==> src/hashed_timing_wheel_defines.svh <==
// Assertion macros shared by the timing wheel modules.
`ifndef HASHED_TIMING_WHEEL_DEFINES_SVH
`define HASHED_TIMING_WHEEL_DEFINES_SVH
`ifndef NO_ASSERTIONS
`define HTW_ASSERT(lbl, clk, rst, prop, msg) \
  lbl: assert property (@(posedge clk) disable iff (rst) (prop)) else $error(msg);
`define HTW_ASSERT_NR(lbl, clk, prop, msg) \
  lbl: assert property (@(posedge clk) (prop)) else $error(msg);
`else
`define HTW_ASSERT(lbl, clk, rst, prop, msg)
`define HTW_ASSERT_NR(lbl, clk, prop, msg)
`endif
`endif

==> src/htw_pkg.sv <==
// Shared types and codes of the hashed timing wheel.
package htw_pkg;
  typedef enum logic [1:0] {
    OP_TICK = 2'd0, OP_REG = 2'd1, OP_DEREG = 2'd2, OP_RESCHED = 2'd3
  } op_t;
  typedef enum logic [1:0] {
    KIND_FIRED = 2'd0, KIND_REGISTERED = 2'd1, KIND_FULL = 2'd2
  } kind_t;
  localparam logic CFG_WHEEL_SLOTS = 1'b0;
  localparam logic CFG_TICK_PERIOD = 1'b1;
  typedef struct packed {
    logic [1:0]  op;
    logic [3:0]  timer_id;
    logic [23:0] interval;
    logic        recurring;
  } cmd_t;
  typedef struct packed {
    logic [1:0] kind;
    logic [3:0] entry_id;
    logic       last;
  } res_t;
  typedef enum logic [3:0] {
    ST_IDLE, ST_ADV, ST_SCAN, ST_DIV_INIT, ST_DIV, ST_MUL, ST_PLACE_DIV, ST_PLACE_RUN,
    ST_PLACE_DONE, ST_EMIT, ST_WRAP, ST_WRAP_DONE
  } state_t;
endpackage

==> src/htw_front.sv <==
// Input side: registers commands into a short queue for the back end.
module htw_front (
  input  logic            clk,
  input  logic            rst,
  input  logic            s_valid,
  output logic            s_ready,
  input  htw_pkg::cmd_t   s_cmd,
  output logic            q_valid,
  input  logic            q_ready,
  output htw_pkg::cmd_t   q_cmd
);
  // Two-entry queue.
  htw_pkg::cmd_t mem [2];
  logic          wr_ptr;
  logic          rd_ptr;
  logic [1:0]    count;

  assign s_ready = (count != 2'd2);
  assign q_valid = (count != 2'd0);
  assign q_cmd   = mem[rd_ptr];

  always_ff @(posedge clk) begin
    if (s_valid && s_ready) begin
      mem[wr_ptr] <= s_cmd;
    end
  end

  // Pointers and fill count.
  always_ff @(posedge clk) begin
    if (rst) begin
      wr_ptr <= 1'b0;
      rd_ptr <= 1'b0;
      count  <= 2'd0;
    end else begin
      if (s_valid && s_ready) wr_ptr <= ~wr_ptr;
      if (q_valid && q_ready) rd_ptr <= ~rd_ptr;
      count <= count + 2'((s_valid && s_ready) ? 1 : 0) - 2'((q_valid && q_ready) ? 1 : 0);
    end
  end

  `include "hashed_timing_wheel_defines.svh"
  `HTW_ASSERT(a_no_overflow, clk, rst, count != 2'd3, "queue count out of range")
  `HTW_ASSERT(a_valid_cnt, clk, rst, q_valid == (count != 2'd0), "queue valid mismatch")
  `HTW_ASSERT(a_full_stall, clk, rst, (count == 2'd2) |-> !s_ready, "queue accepts when full")
endmodule

==> src/htw_back.sv <==
// Command engine: scans the timer table, places targets and emits results.
module htw_back #(
  parameter int MAX_TIMERS = 16,
  parameter int MAX_SLOTS  = 1024
) (
  input  logic           clk,
  input  logic           rst,
  input  logic           q_valid,
  output logic           q_ready,
  input  htw_pkg::cmd_t  q_cmd,
  input  logic [10:0]    wheel_slots,
  input  logic [15:0]    tick_period,
  output logic           m_valid,
  input  logic           m_ready,
  output htw_pkg::res_t  m_res
);
  localparam int IW = (MAX_TIMERS > 1) ? $clog2(MAX_TIMERS) : 1;
  localparam int SW = $clog2(MAX_SLOTS);
  localparam int NW = SW + 1;
  localparam int TW = 32 + NW;

  // Entry table.
  logic [MAX_TIMERS-1:0] live;
  logic                  rep   [MAX_TIMERS];
  logic [23:0]           per   [MAX_TIMERS];
  logic [SW-1:0]         eslot [MAX_TIMERS];
  logic [31:0]           ecyc  [MAX_TIMERS];

  htw_pkg::state_t state, state_next;
  htw_pkg::cmd_t   cmd;
  logic [SW-1:0]   slot_now;
  logic [31:0]     cycle_now;
  logic [IW-1:0]   idx;
  logic [5:0]      dcnt;
  logic [23:0]     quo;
  logic [15:0]     rem;
  logic [TW-1:0]   base;
  logic [TW-1:0]   tgt;
  logic [TW-1:0]   trem;
  logic [NW-1:0]   nsl;
  logic [15:0]     tp;
  logic            out_pend;
  htw_pkg::res_t   out_res;
  logic            pend_v;
  htw_pkg::res_t   pend_r;

  // Effective configuration.
  always_comb begin
    if (wheel_slots < 11'd2) nsl = NW'(2);
    else if ({21'd0, wheel_slots} > 32'(MAX_SLOTS)) nsl = NW'(MAX_SLOTS);
    else nsl = NW'(wheel_slots);
    tp = (tick_period == 16'd0) ? 16'd1 : tick_period;
  end

  assign q_ready = (state == htw_pkg::ST_IDLE);
  assign m_valid = out_pend;
  assign m_res   = out_res;

  // Lowest free entry.
  logic [IW-1:0] free_id;
  logic          free_ok;
  always_comb begin
    free_id = '0;
    free_ok = 1'b0;
    for (int k = MAX_TIMERS - 1; k >= 0; k--) begin
      if (!live[k]) begin
        free_id = IW'(k);
        free_ok = 1'b1;
      end
    end
  end

  logic hit;
  assign hit = live[idx] && (eslot[idx] == slot_now) && (ecyc[idx] == cycle_now);

  // The scan waits while a held result cannot move into a busy output register.
  logic scan_wait;
  assign scan_wait = pend_v && out_pend && !m_ready;

  // Next slot position; beyond the slot count it is reduced by a remainder pass.
  logic [NW-1:0] slot_inc;
  logic          adv_over;
  assign slot_inc = {1'b0, slot_now} + NW'(1);
  assign adv_over = slot_inc > nsl;

  logic [16:0] rsub;
  assign rsub = {rem, quo[23]} - {1'b0, tp};
  logic [TW:0] tsub;
  assign tsub = {trem[TW-1:0], tgt[TW-1]} - {{(TW+1-NW){1'b0}}, nsl};

  // Next state.
  always_comb begin
    state_next = state;
    case (state)
      htw_pkg::ST_IDLE: if (q_valid && q_ready) begin
        case (q_cmd.op)
          htw_pkg::OP_TICK: state_next = htw_pkg::ST_ADV;
          htw_pkg::OP_REG:  state_next = htw_pkg::ST_MUL;
          default:          state_next = htw_pkg::ST_IDLE;
        endcase
      end
      htw_pkg::ST_ADV: state_next = adv_over ? htw_pkg::ST_WRAP : htw_pkg::ST_MUL;
      htw_pkg::ST_WRAP: if (dcnt == 6'(NW - 1)) state_next = htw_pkg::ST_WRAP_DONE;
      htw_pkg::ST_WRAP_DONE: state_next = htw_pkg::ST_MUL;
      htw_pkg::ST_MUL: state_next = (cmd.op == htw_pkg::OP_REG) ?
        (free_ok ? htw_pkg::ST_DIV_INIT : htw_pkg::ST_EMIT) : htw_pkg::ST_SCAN;
      htw_pkg::ST_SCAN: begin
        if (scan_wait) state_next = htw_pkg::ST_SCAN;
        else if (hit && rep[idx]) state_next = htw_pkg::ST_DIV_INIT;
        else if (idx == IW'(MAX_TIMERS - 1)) state_next = htw_pkg::ST_EMIT;
      end
      htw_pkg::ST_DIV_INIT: state_next = htw_pkg::ST_DIV;
      htw_pkg::ST_DIV: if (dcnt == 6'd23) state_next = htw_pkg::ST_PLACE_DIV;
      htw_pkg::ST_PLACE_DIV: state_next = htw_pkg::ST_PLACE_RUN;
      htw_pkg::ST_PLACE_RUN: if (dcnt == 6'(TW - 1)) state_next = htw_pkg::ST_PLACE_DONE;
      htw_pkg::ST_PLACE_DONE: state_next = (cmd.op == htw_pkg::OP_REG) ? htw_pkg::ST_EMIT :
        ((idx == IW'(MAX_TIMERS - 1)) ? htw_pkg::ST_EMIT : htw_pkg::ST_SCAN);
      htw_pkg::ST_EMIT: if (!pend_v) state_next = htw_pkg::ST_IDLE;
      default: state_next = htw_pkg::ST_IDLE;
    endcase
  end

  // Datapath and table updates.
  always_ff @(posedge clk) begin
    if (rst) begin
      state     <= htw_pkg::ST_IDLE;
      live      <= '0;
      slot_now  <= '0;
      cycle_now <= '0;
      out_pend  <= 1'b0;
      pend_v    <= 1'b0;
    end else begin
      state <= state_next;
      if (out_pend && m_ready) out_pend <= 1'b0;
      // Hold one result back so that last can be set on the final one.
      if (pend_v && (!out_pend || m_ready) &&
          (state == htw_pkg::ST_EMIT || state == htw_pkg::ST_SCAN)) begin
        if (state == htw_pkg::ST_EMIT) begin
          out_res  <= '{kind: pend_r.kind, entry_id: pend_r.entry_id, last: 1'b1};
          out_pend <= 1'b1;
          pend_v   <= 1'b0;
        end
      end
      case (state)
        htw_pkg::ST_IDLE: if (q_valid && q_ready) begin
          cmd <= q_cmd;
          idx <= '0;
          if (q_cmd.op == htw_pkg::OP_DEREG && 32'(q_cmd.timer_id) < 32'(MAX_TIMERS))
            live[IW'(q_cmd.timer_id)] <= 1'b0;
          if (q_cmd.op == htw_pkg::OP_RESCHED && 32'(q_cmd.timer_id) < 32'(MAX_TIMERS) &&
              live[IW'(q_cmd.timer_id)] && q_cmd.interval != 24'd0)
            per[IW'(q_cmd.timer_id)] <= q_cmd.interval;
        end
        htw_pkg::ST_ADV: begin
          if (slot_inc == nsl) begin
            slot_now  <= '0;
            cycle_now <= cycle_now + 32'd1;
          end else if (slot_inc < nsl) begin
            slot_now <= slot_now + SW'(1);
          end else begin
            tgt  <= {slot_inc, {(TW-NW){1'b0}}};
            trem <= '0;
            dcnt <= '0;
          end
        end
        // The reduced slot position; a zero remainder starts a new cycle.
        htw_pkg::ST_WRAP_DONE: begin
          slot_now <= trem[SW-1:0];
          if (trem == '0) cycle_now <= cycle_now + 32'd1;
        end
        htw_pkg::ST_MUL: begin
          base <= (TW'(cycle_now) * TW'(nsl)) + TW'(slot_now);
          if (cmd.op == htw_pkg::OP_REG) begin
            if (free_ok) begin
              idx <= free_id;
              live[free_id] <= 1'b1;
              rep[free_id] <= cmd.recurring;
              per[free_id] <= cmd.interval;
            end else begin
              pend_v <= 1'b1;
              pend_r <= '{kind: htw_pkg::KIND_FULL, entry_id: 4'd0, last: 1'b1};
            end
          end
        end
        htw_pkg::ST_SCAN: if (!scan_wait) begin
          if (hit) begin
            if (pend_v) begin
              out_res  <= pend_r;
              out_pend <= 1'b1;
            end
            pend_v <= 1'b1;
            pend_r <= '{kind: htw_pkg::KIND_FIRED, entry_id: 4'(idx), last: 1'b0};
            if (!rep[idx]) live[idx] <= 1'b0;
          end
          if (!(hit && rep[idx]) && idx != IW'(MAX_TIMERS - 1)) idx <= idx + IW'(1);
        end
        htw_pkg::ST_DIV_INIT: begin
          quo  <= per[idx];
          rem  <= '0;
          dcnt <= '0;
        end
        // Restoring division of the period by the tick period, one bit a cycle.
        htw_pkg::ST_DIV: begin
          if (!rsub[16]) rem <= rsub[15:0];
          else rem <= {rem[14:0], quo[23]};
          quo  <= {quo[22:0], !rsub[16]};
          dcnt <= dcnt + 6'd1;
        end
        htw_pkg::ST_PLACE_DIV: begin
          tgt  <= base + TW'(quo);
          trem <= '0;
          dcnt <= '0;
        end
        // Split a value by the slot count, one bit a cycle.
        htw_pkg::ST_PLACE_RUN, htw_pkg::ST_WRAP: begin
          if (!tsub[TW]) trem <= tsub[TW-1:0];
          else trem <= {trem[TW-2:0], tgt[TW-1]};
          tgt  <= {tgt[TW-2:0], !tsub[TW]};
          dcnt <= dcnt + 6'd1;
        end
        htw_pkg::ST_PLACE_DONE: begin
          ecyc[idx]  <= tgt[31:0];
          eslot[idx] <= trem[SW-1:0];
          if (cmd.op == htw_pkg::OP_REG) begin
            pend_v <= 1'b1;
            pend_r <= '{kind: htw_pkg::KIND_REGISTERED, entry_id: 4'(idx), last: 1'b1};
          end else if (idx != IW'(MAX_TIMERS - 1)) begin
            idx <= idx + IW'(1);
          end
        end
        default: ;
      endcase
    end
  end

  `include "hashed_timing_wheel_defines.svh"
  `HTW_ASSERT(a_out_hold, clk, rst, (m_valid && !m_ready) |=> m_valid, "result dropped")
  `HTW_ASSERT(a_out_stable, clk, rst, (m_valid && !m_ready) |=> $stable(m_res), "result changed")
  `HTW_ASSERT(a_slot_range, clk, rst, {1'b0, slot_now} < NW'(MAX_SLOTS), "slot out of range")
endmodule

==> src/hashed_timing_wheel.sv <==
// Result of a register: its target is divided and placed first; a full table skips the division.
// A tick scans all entries and re-places each recurring entry that fires.
// Deregister and reschedule update the entry table when accepted and give no result.
// One command at a time: a register occupies the engine through its serial divisions.
// A stalled result holds the engine; a two-entry input queue decouples the stream.
// Synchronous reset clears the wheel position, all live bits and config to defaults.
module hashed_timing_wheel #(
  parameter int MAX_TIMERS = 16,
  parameter int MAX_SLOTS  = 1024
) (
  input  logic        clk,
  input  logic        rst,
  input  logic        s_tvalid,
  output logic        s_tready,
  input  logic [31:0] s_tdata,   // op[1:0], timer_id[5:2], interval[29:6], recurring[30]
  output logic        m_tvalid,
  input  logic        m_tready,
  output logic [7:0]  m_tdata,   // kind[1:0], entry_id[5:2], zeros above
  output logic        m_tlast,
  input  logic        cfg_we,
  input  logic        cfg_index,
  input  logic [15:0] cfg_data
);
  logic [10:0] wheel_slots;
  logic [15:0] tick_period;

  // Configuration registers.
  always_ff @(posedge clk) begin
    if (rst) begin
      wheel_slots <= 11'd1024;
      tick_period <= 16'd1;
    end else if (cfg_we) begin
      if (cfg_index == htw_pkg::CFG_WHEEL_SLOTS) wheel_slots <= cfg_data[10:0];
      else tick_period <= cfg_data;
    end
  end

  htw_pkg::cmd_t s_cmd, q_cmd;
  htw_pkg::res_t res;
  logic          q_valid, q_ready;

  assign s_cmd = '{op: s_tdata[1:0], timer_id: s_tdata[5:2], interval: s_tdata[29:6],
                   recurring: s_tdata[30]};

  htw_front u_front (
    .clk, .rst, .s_valid(s_tvalid), .s_ready(s_tready), .s_cmd,
    .q_valid, .q_ready, .q_cmd
  );

  htw_back #(.MAX_TIMERS(MAX_TIMERS), .MAX_SLOTS(MAX_SLOTS)) u_back (
    .clk, .rst, .q_valid, .q_ready, .q_cmd, .wheel_slots, .tick_period,
    .m_valid(m_tvalid), .m_ready(m_tready), .m_res(res)
  );

  assign m_tdata = {2'b00, res.entry_id, res.kind};
  assign m_tlast = res.last;
endmodule
==> config.mk <==
export PLATFORM = sky130hd
export DESIGN_NAME = hashed_timing_wheel
export DESIGN_NICKNAME = d
export VERILOG_FILES = /design/src/htw_pkg.sv /design/src/htw_front.sv /design/src/htw_back.sv /design/src/hashed_timing_wheel.sv
export VERILOG_INCLUDE_DIRS = /design/src /design/src/src
export SDC_FILE = /design/constraint.sdc
export NUM_CORES = 2
export LEC_CHECK = 0
export ABC_AREA = 1
export BUFFER_PORTS_ARGS = -buffer_cell sky130_fd_sc_hd__buf_2
export CAP_MARGIN = 20
export CORE_AREA = 2 2 361 363
export CTS_BUF_LIST = sky130_fd_sc_hd__clkbuf_8 sky130_fd_sc_hd__clkbuf_16
export DETAILED_ROUTE_END_ITERATION = 12
export DIE_AREA = 0 0 363 365
export GPL_ROUTABILITY_DRIVEN = 0
export PLACE_DENSITY = 0.76
export SLEW_MARGIN = 20
export SYNTH_ARGS = -nofsm -noshare
export SYNTH_HDL_FRONTEND = slang
export SYNTH_SLANG_ARGS = --single-unit
==> constraint.sdc <==
create_clock -name clk -period 25.8 [get_ports clk]
set_input_delay 5.16 -clock clk [delete_from_list [all_inputs] [get_ports clk]]
set_output_delay 5.16 -clock clk [all_outputs]
set_load 0.05 [all_outputs]
==> impl_metrics.py <==
metrics = {
    "critical_path": {
        "worst_path_largest_cell_delay_ps": 570,
        "cpMostUsedCell": "fa_1",
        "arrival_ps": 8550,
        "critPathRequiredTime_ps": 26360,
        "cp_num_buf_inv": 8,
        "cp-start-kind": "flip-flop",
        "crit_family": "adder cells",
        "cp_slowest_cell": "clkinv_1",
        "path_class": "reg2reg",
        "cp_max_fo": 34,
        "worstSetupEndpointType": "flip-flop",
    },
    "clock_tree": {
        "postCtsSetupBuffers": 0,
        "clock-sinks": 1454,
        "hold_buffers": 0,
        "cts_tree": "done",
        "insertion_delay_ps": 840,
        "path_clk_slew_ps": 60,
        "cts_buffers": 148,
        "cts_buffer_depth": 3,
        "cts_resized": 0,
        "cts-root-buf": "clkbuf_16",
        "cts_htree_levels": 4,
    },
    "synth": {
        "synth_edf_count": 1354,
        "async_reset_ff_share_pct": 0,
        "syn_inst": 7782,
        "ys_warn_count": 0,
        "synth_seq_area_share_pct": 55.7,
        "postSynthAreaPerCell_um2": 9.83,
        "yosys.area.top_type": "edfxtp_1",
        "synth.top_cell.area_share_pct": 53.1,
        "synth-seq-cells": 1454,
        "syn_area_mm2": 0.0765,
        "synthTopCellsByArea": "edfxtp_1, nand2_1, fa_1",
        "synth.distinct_cells": 58,
        "ys.flop_type": "edfxtp_1",
    },
    "detailed_routing": {
        "first_pass_iters": 9,
        "drc_errors": 0,
        "wl_per_cell_um": 22.2,
        "wirelength_mm": 212,
        "antenna_left": 0,
        "vias": 57700,
        "vias_per_cell": 6.04,
        "drtIter0Drc": 7180,
    },
    "die": {
        "die_y_um": 365,
        "initial_utilization_pct": 59.5,
        "die-area_mm2": 0.132,
        "core_area_mm2": 0.129,
        "die_w_um": 363,
        "num_rows": 132,
        "io_pins": 65,
    },
    "pwr": {
        "power.total_mw": 7.28,
        "leakagePower_nw": 32.8,
        "power_density_mw_per_mm2": 87.5,
        "ir_worst_vdd_uv": 87.2,
    },
    "final_layout": {
        "post-route-util_pct": 64.7,
        "fin_nets": 8255,
        "area_growth_pct": 8.78,
        "final_area_mm2": 0.0832,
        "nFillCells": 9621,
        "multiInputGateArea_mm2": 0.0288,
        "drive_gt1_share_pct": 5.89,
        "ff_latch_area_mm2": 0.0427,
    },
    "place": {
        "dpl_cell_area_mm2": 0.0784,
        "dpl.hpwl_mm": 133,
        "pre_cts_ws_ps": 17110,
        "io_buffers": 61,
    },
    "sta": {
        "period_share_pct": 31.0,
        "rsz0062_at_grt": "no",
        "fin_skew_ps": 62.7,
        "timing.fmax_ghz": 0.125,
        "hold_viol": 0,
        "tns_ps": 0,
        "max_slew_margin_pct": 23.4,
        "worst_slew_pin_slew_ps": 1150,
        "setup_viol": 0,
        "period_needed_ps": 7990,
        "drv_slew": 0,
        "worst_slack_ps": 17810,
    },
    "global_routing": {
        "grt.total_usage_pct": 32.0,
        "overflow": 0,
        "antenna_found_initial": 8,
        "grt_max_degree": 178,
        "grt_pass1_wl_mm": 322,
        "grt_pass1_vias": 56100,
    },
    "outcome": {
        "status": "finished clean",
    },
    "job": {
        "max-cap-violations": 0,
    },
    "hold_path": {
        "min_path_type": "reg2reg",
    },
}
-- through the flow --
step	instances	hold slack, ps
finish	9546	470
global route	9541	493
CTS	9541	472
detailed placement	9269	460
global placement	9269	435
floorplan	7783	426
-- where the power goes --
| part | switching [mW] | internal, mW | leakage (nW) | total, mW |
|---|---|---|---|---|
| Sequential | 0.115 | 2.80 | 13.1 | 2.92 |
| Combinational | 1.67 | 0.598 | 17.3 | 2.26 |
| Clock | 0.938 | 1.16 | 2.48 | 2.10 |
-- cell usage in the layout (no fill, tap or decap), drive strengths merged, types with 100 or more instances in the layout --
cell type and n:
clkbuf 151, a21oi 232, edfxtp 1354, dfxtp 100, nor2 893, nand2 1689
nand3 579, inv 1021, ha 175, buf 163, o21ai 522, fa 282
-- area by class of cell --
type                    count  area share (%)
multi-input cells        4990            34.6
inverters                 987            4.47
well taps                1675            2.52
clock inverters           121            1.29
repair buffers            163            1.30
diodes                      5          0.0150
flip-flops and latches   1454            51.3
clock buffers             151            4.50
-- metal layers --
| metal | GRT usage (%) | part of all wire (%) | up-vias |
|---|---|---|---|
| met2 | 51.7 | 47 | 3425 |
| met4 | 16.9 | 5.4 | 4 |
| met1 | 40.6 | 36 | 27500 |
| met3 | 7.34 | 11 | 727 |
| met5 | 0 | 0.012 | - |
| li1 | - | - | 26000 |
-- final timing paths --
path	from	endpoint	slack [ps]	depth (start not counted)
hold reg to reg	u_front.rd_ptr	flip-flop	470	1
setup / recovery	wheel_slots[10]	u_back.base[35]	17810	27
setup reg to reg	wheel_slots[10]	u_back.base[35]	17810	27
hold / removal	u_front.rd_ptr	flip-flop	470	1
-- Yosys cell counts (11+ instances only) --
library cell,n
a31oi_1,65
o31ai_1,11
o21ai_0,501
nor3_1,77
nor2_1,890
nand4_1,44
buf_2,64
buf_4,28
edfxtp_1,1354
o21ai_1,21
clkbuf_1,211
o221ai_1,70
clkinv_1,12
nor4_1,36
buf_1,44
or2_2,23
dfxtp_1,100
nand3_1,579
nand2_1,1686
a21oi_1,232
inv_2,12
a211oi_1,17
fa_1,282
o22ai_1,45
inv_1,963
o211ai_1,46
xnor2_1,37
xor2_1,56
ha_1,175
-- sequential cells by signal (all words and copies together), names as in the netlist, 24 cells and up, named ones only --
| register | flops |
|---|---|
| u_back.eslot | 160 |
| u_back.per | 384 |
| u_back.ecyc | 512 |
| u_back.cmd | 27 |
| u_back.quo | 24 |
| u_front.mem | 62 |
| u_back.tgt | 43 |
| u_back.trem | 43 |
| u_back.cycle_now | 32 |
| u_back.base | 43 |
-- logic make-up (layout without fill, tap and decap cells) --
kind of cell,count (synthesis),after routing,synth area share [%]
simple gates,3371,3371,18.1
flops,1454,1454,55.7
buf+inv,1339,1422,6.86
compound gates,1067,1067,7.99
fa+ha+maj,457,457,10.2
xor+xnor,93,93,1.06
other cells,1,7,0.00490
-- worst register-to-register path, cell delays in order, from the launching register on --
cell	delay, ps
dfxtp_1	310
buf_4	380
inv_1	390
a31oi_1	320
inv_2	110
nand2_1	70
buf_4	360
clkinv_1	580
nand2_1	260
fa_1	440
fa_1	490
inv_1	50
fa_1	490
fa_1	510
inv_1	50
fa_1	480
inv_1	40
ha_1	360
nand2_1	80
nor2_1	130
nand4_1	190
nor2_1	150
nor2_1	100
o21ai_0	450
a31oi_1	290
o21ai_0	370
a21oi_1	130
xnor2_1	160
No activity file was read; power rests on OpenSTA's default activity.
